## src/fba_pkg.sv

```systemverilog
// fba_pkg: shared types, codes and constants of the fibonacci buddy allocator
// used by fba_csr, fba_engine and fibonacci_buddy_allocator_top
`default_nettype none
package fba_pkg;

   localparam int LEVEL_W = 5;
   localparam int ENTRY_W = LEVEL_W + 2;
   localparam int START_IDX = LEVEL_W + 1;
   localparam int FREE_IDX = LEVEL_W;

   localparam logic [7:0] HEADER_RESET = 8'd40;

   localparam logic CMD_ALLOC = 1'b0;
   localparam logic CMD_FREE = 1'b1;

   localparam logic [2:0] ST_OK = 3'd0;
   localparam logic [2:0] ST_ZERO = 3'd1;
   localparam logic [2:0] ST_LARGE = 3'd2;
   localparam logic [2:0] ST_NOBLOCK = 3'd3;
   localparam logic [2:0] ST_BADFREE = 3'd4;

   localparam logic CSR_HEADER_SIZE = 1'b0;

   typedef struct packed {
      logic [2:0] status;
      logic [10:0] result_address;
      logic [10:0] result_size;
      logic [3:0] result_level;
      logic [10:0] allocated_units;
   } fba_rsp_type;

   // fibonacci size of a level, elaboration use only
   function automatic int unsigned fib_val(input int lvl);
      int unsigned f0;
      int unsigned f1;
      int unsigned f2;
      f0 = 1;
      f1 = 2;
      for (int i = 0; i < lvl; i++) begin
         f2 = f0 + f1;
         f0 = f1;
         f1 = f2;
      end
      return f0;
   endfunction

endpackage
`default_nettype wire

```

## src/fba_csr.sv

```systemverilog
// fba_csr: apb-style register port holding header_size
// depends on fba_pkg
`default_nettype none
module fba_csr
   import fba_pkg::*;
(
   input wire logic clock,
   input wire logic reset,
   input wire logic csr_psel,
   input wire logic csr_penable,
   input wire logic csr_pwrite,
   input wire logic [2:0] csr_paddr,
   input wire logic [31:0] csr_pwdata,
   output logic [31:0] csr_prdata,
   output logic csr_pready,
   output logic [7:0] header_size
);

   logic [7:0] header_ff;
   logic [7:0] header_in;

   always_comb begin
      header_in = header_ff;
      if (csr_psel && csr_penable && csr_pwrite && csr_paddr[2] == CSR_HEADER_SIZE) begin
         header_in = csr_pwdata[7:0];
      end
   end

   always_ff @(posedge clock) begin
      if (reset) begin
         header_ff <= HEADER_RESET;
      end else begin
         header_ff <= header_in;
      end
   end

   assign csr_pready = 1'b1;
   assign csr_prdata = (csr_paddr[2] == CSR_HEADER_SIZE) ? {24'd0, header_ff} : 32'd0;
   assign header_size = header_ff;

endmodule
`default_nettype wire

```

## config.mk

```make
export PLATFORM = sky130hd
export DESIGN_NAME = fba_csr
export DESIGN_NICKNAME = d
export VERILOG_FILES = /design/src/fba_pkg.sv /design/src/fba_csr.sv
export SDC_FILE = /design/constraint.sdc
export NUM_CORES = 1
export LEC_CHECK = 0
export BUFFER_PORTS_ARGS = -buffer_cell sky130_fd_sc_hd__buf_2
export CAP_MARGIN = 30
export CORE_MARGIN = 4
export CORE_UTILIZATION = 31
export DETAILED_ROUTE_END_ITERATION = 10
export GPL_ROUTABILITY_DRIVEN = 0
export PLACE_DENSITY = 0.79
export SYNTH_ARGS = -nofsm -noshare
export SYNTH_HDL_FRONTEND = slang
export SYNTH_SLANG_ARGS = --single-unit
```

## constraint.sdc

```tcl
create_clock -name clock -period 0.8 [get_ports clock]
set_input_delay 0.16 -clock clock [delete_from_list [all_inputs] [get_ports clock]]
set_output_delay 0.16 -clock clock [all_outputs]
set_load 0.02 [all_outputs]
```

==> flow_summary_export.csv, run 1 <==
group,metric,value,unit
run_status,status,"complete, but fails checks",
run_status,violations,"negative setup slack",
grt,grt_pass1_wl,1876,um
synth,ys.flop_type,"dfxtp_1",
worst_setup_path,worstPathRequired,0.64,ns
final_layout,regArea,170.2,um^2
placed_design,dp_hpwl,1041,um
sta,hold_viol,0,
die,io_pins,81,
final_layout,syn_to_final_growth,59.27,%
synth,avgSynthCellArea,8.866,um^2
detailed_routing,drtAntennaViolNets,0,
clocking,htree_levels,1,
detailed_routing,dr.pass1.iters,1,
flow_run,drv_cap,0,
detailed_routing,drtIter0Drc,0,
clocking,cts-buffers-inserted,3,
synth,yosysTopAreaCell,"buf_4",
sta,setup_ws,-0.2458,ns
die,initial_core_util,34.44,%
synth,synth_top_area_share,30.24,%
power,ir_drop,0.9256,mV
final_layout,multi_input_area,359.1,um^2
die,die_y,52.74,um
worst_setup_path,cp_slowest_cell,"dfxtp_2",
final_layout,final_nets,155,
final_layout,largest_reg_flops,8,
synth,synth_most_common_cell,"buf_4",
sta,fin_crit_sh,130.7,%
sta,min_period,1.046,ns
synth,synth-edff-count,0,
sta,max_freq,0.9562,GHz
power,power,0.001021,W
grt,grt_max_degree,17,
clocking,insertion_delay,0.24,ns
worst_setup_path,critPathMaxStageDelay,0.32,ns
sta,maxSlewViolCount,0,
clocking,cts_sinks,8,
synth,ys_top_cells_by_area,"buf_4, dfxtp_1, mux2i_1, nand2b_1, and2b_2",
sta,setup_viol,16,
worst_setup_path,cp.arrival,0.89,ns
die,num_rows,15,
power,p_per_area,1033,nW/um^2
synth,ys_types,10,
worst_setup_path,critical_path_class,"flip-flop to output port",
worst_setup_path,start_kind,"flip-flop",
placed_design,portBuffers,29,
sta,setup_tns,-3.100,ns
final_layout,antenna_cells,0,
worst_setup_path,end_kind,"output port",
synth,postSynth.asyncResetShare,0,%
die,core,1802,um^2
min_path,hp-class,"primary input to flip-flop",
detailed_routing,drc_errors,0,
synth,syn_inst,70,
final_layout,fillers,179,
detailed_routing,vias_per_cell,3.804,
clocking,cts_root_buf,"clkbuf_4",
sta,worst_hold_slack,0.1614,ns
detailed_routing,vias,525,
synth,yosysSeqAreaShare,25.81,%
grt,grt_antenna_before_repair,0,
worst_setup_path,cpLargestDelayFamily,"flip-flops",
synth,synth-seq-cells,8,
grt,grt_pass1_vias,454,
die,die-area,2782,um^2
final_layout,drive_gt1_share,57.52,%
synth,synthTopCellsByCount,"buf_4, nand2b_1, and2b_2, dfxtp_1, mux2i_1",
power,leakage,0.5001,nW
clocking,clk_path_buf_depth,2,
detailed_routing,routedWlPerCell,10.20,um
grt,grt_overflow,0,
detailed_routing,routed_wl,1408,um
die,die_x,52.74,um
synth,synth_area,620.6,um^2
placed_design,post-place-ws,-0.1764,ns
grt,grt.total_usage,9.412,%
clocking,path_clk_slew,0.05,ns
clocking,postCtsHoldBufs,0,
sta,skew,0,ns
worst_setup_path,worstPathCellList,"and2b_2, buf_6",
worst_setup_path,cp_max_fo,3,
synth,yosysWarnings,0,
sta,rsz0062_at_grt,"yes",
clocking,cts_tree,"built",
worst_setup_path,crit_buf_inv,1,
==> worst min-delay path, stage by stage <==
cell and delay [ns]:
buf_2 0.09, nand2b_1 0.05, mux2i_1 0.06
==> per-layer routing <==
layer	vias up	share of wire [%]	track usage [%]
li1	255	-	-
met1	228	36	9.014
met2	42	50	17.56
met3	0	14	5.413
met4	0	0	1.277
met5	-	0	0
==> logic make-up (layout without fill, tap and decap cells) <==
| group | Yosys count | in the layout | synth area share (%) |
|---|---|---|---|
| muxes | 8 | 8 | 12.90 |
| buffers and inverters | 27 | 47 | 32.66 |
| and+or+nand+nor | 25 | 25 | 27.42 |
| other | 2 | 25 | 1.210 |
| DFF | 8 | 8 | 25.81 |
==> final timing paths <==
kind / startpoint / end / slack, ns / depth (start not counted)
setup reg to reg: header_size[5] / header_size[5] / 0.03 / 4
setup / recovery: header_size[3] / csr_prdata[3] / -0.25 / 2
hold / removal: csr_pwdata[4] / header_size[4] / 0.16 / 3
hold reg to reg: header_size[3] / header_size[3] / 0.53 / 2
==> stage by stage <==
stage                     area [um^2]  utilization (%)  std cells
after floorplan                 716.9                -         93
after global placement          755.7            41.94        127
after detailed placement        755.7            41.94        127
after CTS                       887.1            49.24        132
after global routing            988.4            54.86        138
final                           988.4            54.86        138
==> where the power goes <==
group / switching [W] / total [W] / internal (W)
Clock: 0.000126 / 0.000297 / 0.000171
Sequential: 0.00000559 / 0.000415 / 0.000410
Combinational: 0.000188 / 0.000309 / 0.000121
Total: 0.000319 / 0.00102 / 0.000702
==> area by class of cell <==
class	instances	share of cell area (%)
repair buffers	44	41.01
clock buffers	3	2.278
multi-input cells	58	36.33
well taps	25	3.165
flip-flops and latches	8	17.22
==> cells in the final DEF, fill, tap and decap left out <==
| cell | netlist | final |
|---|---|---|
| clkbuf_4 | 0 | 3 |
| nand2b_4 | 0 | 1 |
| nand2b_1 | 12 | 11 |
| buf_12 | 0 | 1 |
| mux2i_1 | 8 | 8 |
| conb_1 | 2 | 25 |
| and2b_2 | 8 | 8 |
| nor2_4 | 0 | 1 |
| nor2_1 | 4 | 3 |
| buf_2 | 0 | 14 |
| dfxtp_2 | 0 | 8 |
| and4b_1 | 1 | 1 |
| buf_6 | 1 | 26 |
| buf_4 | 25 | 3 |
==> what timing repair did <==
item,CTS,global route
buffers inserted,2,6
endpoints found under the setup margin,16,16
resized for setup,30,14
pin swaps,0,1
cloned,0,0
No activity file was read; power rests on OpenSTA's default activity.
==> run 2: changes to the inputs <==
Settings changed: CORE_UTILIZATION 31 to 32, CTS_BUF_LIST set to sky130_fd_sc_hd__clkbuf_4 sky130_fd_sc_hd__clkbuf_8, PLACE_DENSITY 0.79 to 0.81.
==> flow_summary_export.csv, run 2 (synthesis results as in run 1) <==
group,metric,value,unit
run_status,status,"complete, but fails checks",
run_status,violations,"negative setup slack",
placed_design,post-place-ws,-0.1870,ns
clocking,clk_path_buf_depth,2,
grt,grt_antenna_before_repair,0,
detailed_routing,highest_layer,"met3",
detailed_routing,vias_per_cell,3.885,
sta,rsz0062_at_grt,"yes",
die,die_y,52.04,um
sta,setup_viol,16,
grt,grt_pass1_vias,495,
grt,grt.total_usage,11.23,%
final_layout,drive_gt1_share,59.65,%
detailed_routing,drtAntennaViolNets,0,
final_layout,syn_to_final_growth,60.69,%
sta,min_period,1.057,ns
grt,grt_overflow,0,
worst_setup_path,startpoint,"header_size[1]",
min_path,hp-class,"primary input to flip-flop",
worst_setup_path,worstPathRequired,0.64,ns
detailed_routing,vias,540,
detailed_routing,routed-wl-met2,853,um
die,core,1783,um^2
worst_setup_path,end_kind,"output port",
clocking,insertion_delay,0.24,ns
die,die-area,2708,um^2
detailed_routing,drc_errors,0,
power,p_per_area,1041,nW/um^2
worst_setup_path,worstReg2RegStart,"header_size[5]",
grt,grt_pass1_wl,2194,um
detailed_routing,wl_met3,209,um
placed_design,placed_area,748.2,um^2
final_layout,largest_reg_flops,8,
worst_setup_path,r2r_cells,4,
detailed_routing,wl_met1,493,um
sta,setup_ws,-0.2574,ns
power,leakage,0.5074,nW
die,die_x,52.04,um
clocking,cts-buffers-inserted,3,
final_layout,fillers,165,
detailed_routing,dr.pass1.iters,1,
final_layout,instances_no_fill,139,
worst_setup_path,cp.arrival,0.90,ns
placed_design,dp_hpwl,1022,um
worst_setup_path,start_kind,"flip-flop",
placed_design,portBuffers,29,
grt,grt_max_degree,17,
worst_setup_path,critical_path_class,"flip-flop to output port",
clocking,path_clk_slew,0.06,ns
flow_run,drv_cap,0,
final_layout,final_core_util,55.93,%
placed_design,placed_cells,126,
min_path,hold_depth,3,
final_layout,final_cell_area,997.2,um^2
min_path,min_from,"csr_pwdata[7]",
die,io_pins,81,
clocking,cts_sinks,8,
clocking,htree_levels,1,
final_layout,final_nets,156,
final_layout,regArea,170.2,um^2
sta,max_freq,0.9457,GHz
detailed_routing,routed_wl,1557,um
final_layout,layout.cells.most_common,"buf_6",
sta,maxSlewViolCount,0,
detailed_routing,routedWlPerCell,11.20,um
final_layout,multi_input_area,357.8,um^2
sta,skew,0,ns
sta,hold_viol,0,
die,num_rows,15,
detailed_routing,drtIter0Drc,0,
clocking,cts_tree,"built",
power,power,0.001038,W
clocking,cts_root_buf,"clkbuf_4",
power,ir_drop,0.5047,mV
sta,fin_crit_sh,132.2,%
worst_setup_path,cp_max_fo,2,
final_layout,layout_common_cells,"buf_6, conb_1, buf_2",
final_layout,antenna_cells,0,
die,initial_core_util,34.81,%
## run 2: path summary, 6_finish.rpt
| kind | endpoint | slack, ns |
|---|---|---|
| worst max-delay path | csr_prdata[1] | -0.26 |
| worst min-delay path | header_size[7] | 0.16 |
| worst max register to register | header_size[5] | 0.01 |
| worst min register to register | header_size[7] | 0.58 |
## run 2: power by group
part | switching (W) | leakage, nW | internal (W)
combinational | 0.000190 | 0.427 | 0.000124
sequential | 0.00000509 | 0.0668 | 0.000409
clock | 0.000138 | 0.0138 | 0.000172
total | 0.000334 | 0.507 | 0.000704
## run 2: timing repair
item	in CTS	in global routing
endpoints found under the setup margin	16	19
pin swaps	2	0
hold buffers	0	0
gates resized for setup	36	10
setup buffers	7	3
## run 2: per-layer routing
layer  track usage [%]  vias up
met1             10.94      240
met3             3.438        0
met4             5.240        0
met5                 0        -
met2             21.13       42
li1                  -      258
## run 2: critical path: stages, from the launching register on
cell     delay, ns
dfxtp_2       0.32
and2b_2       0.20
buf_6         0.13
## run 2: cell type report
type,count,share of cell area (%)
multi-input cells,58,35.88
repair buffers,45,41.66
well taps,25,3.137
flip-flops and latches,8,17.06
clock buffers,3,2.258
## run 2: per-stage QoR
step / hold slack (ns) / TNS [ns]
global placement: 0.4134 / -2.268
finish: 0.1595 / -3.239
global route: 0.1579 / -3.840
detailed placement: 0.4258 / -2.351
floorplan: 0.3072 / 0
CTS: 0.1508 / -3.439
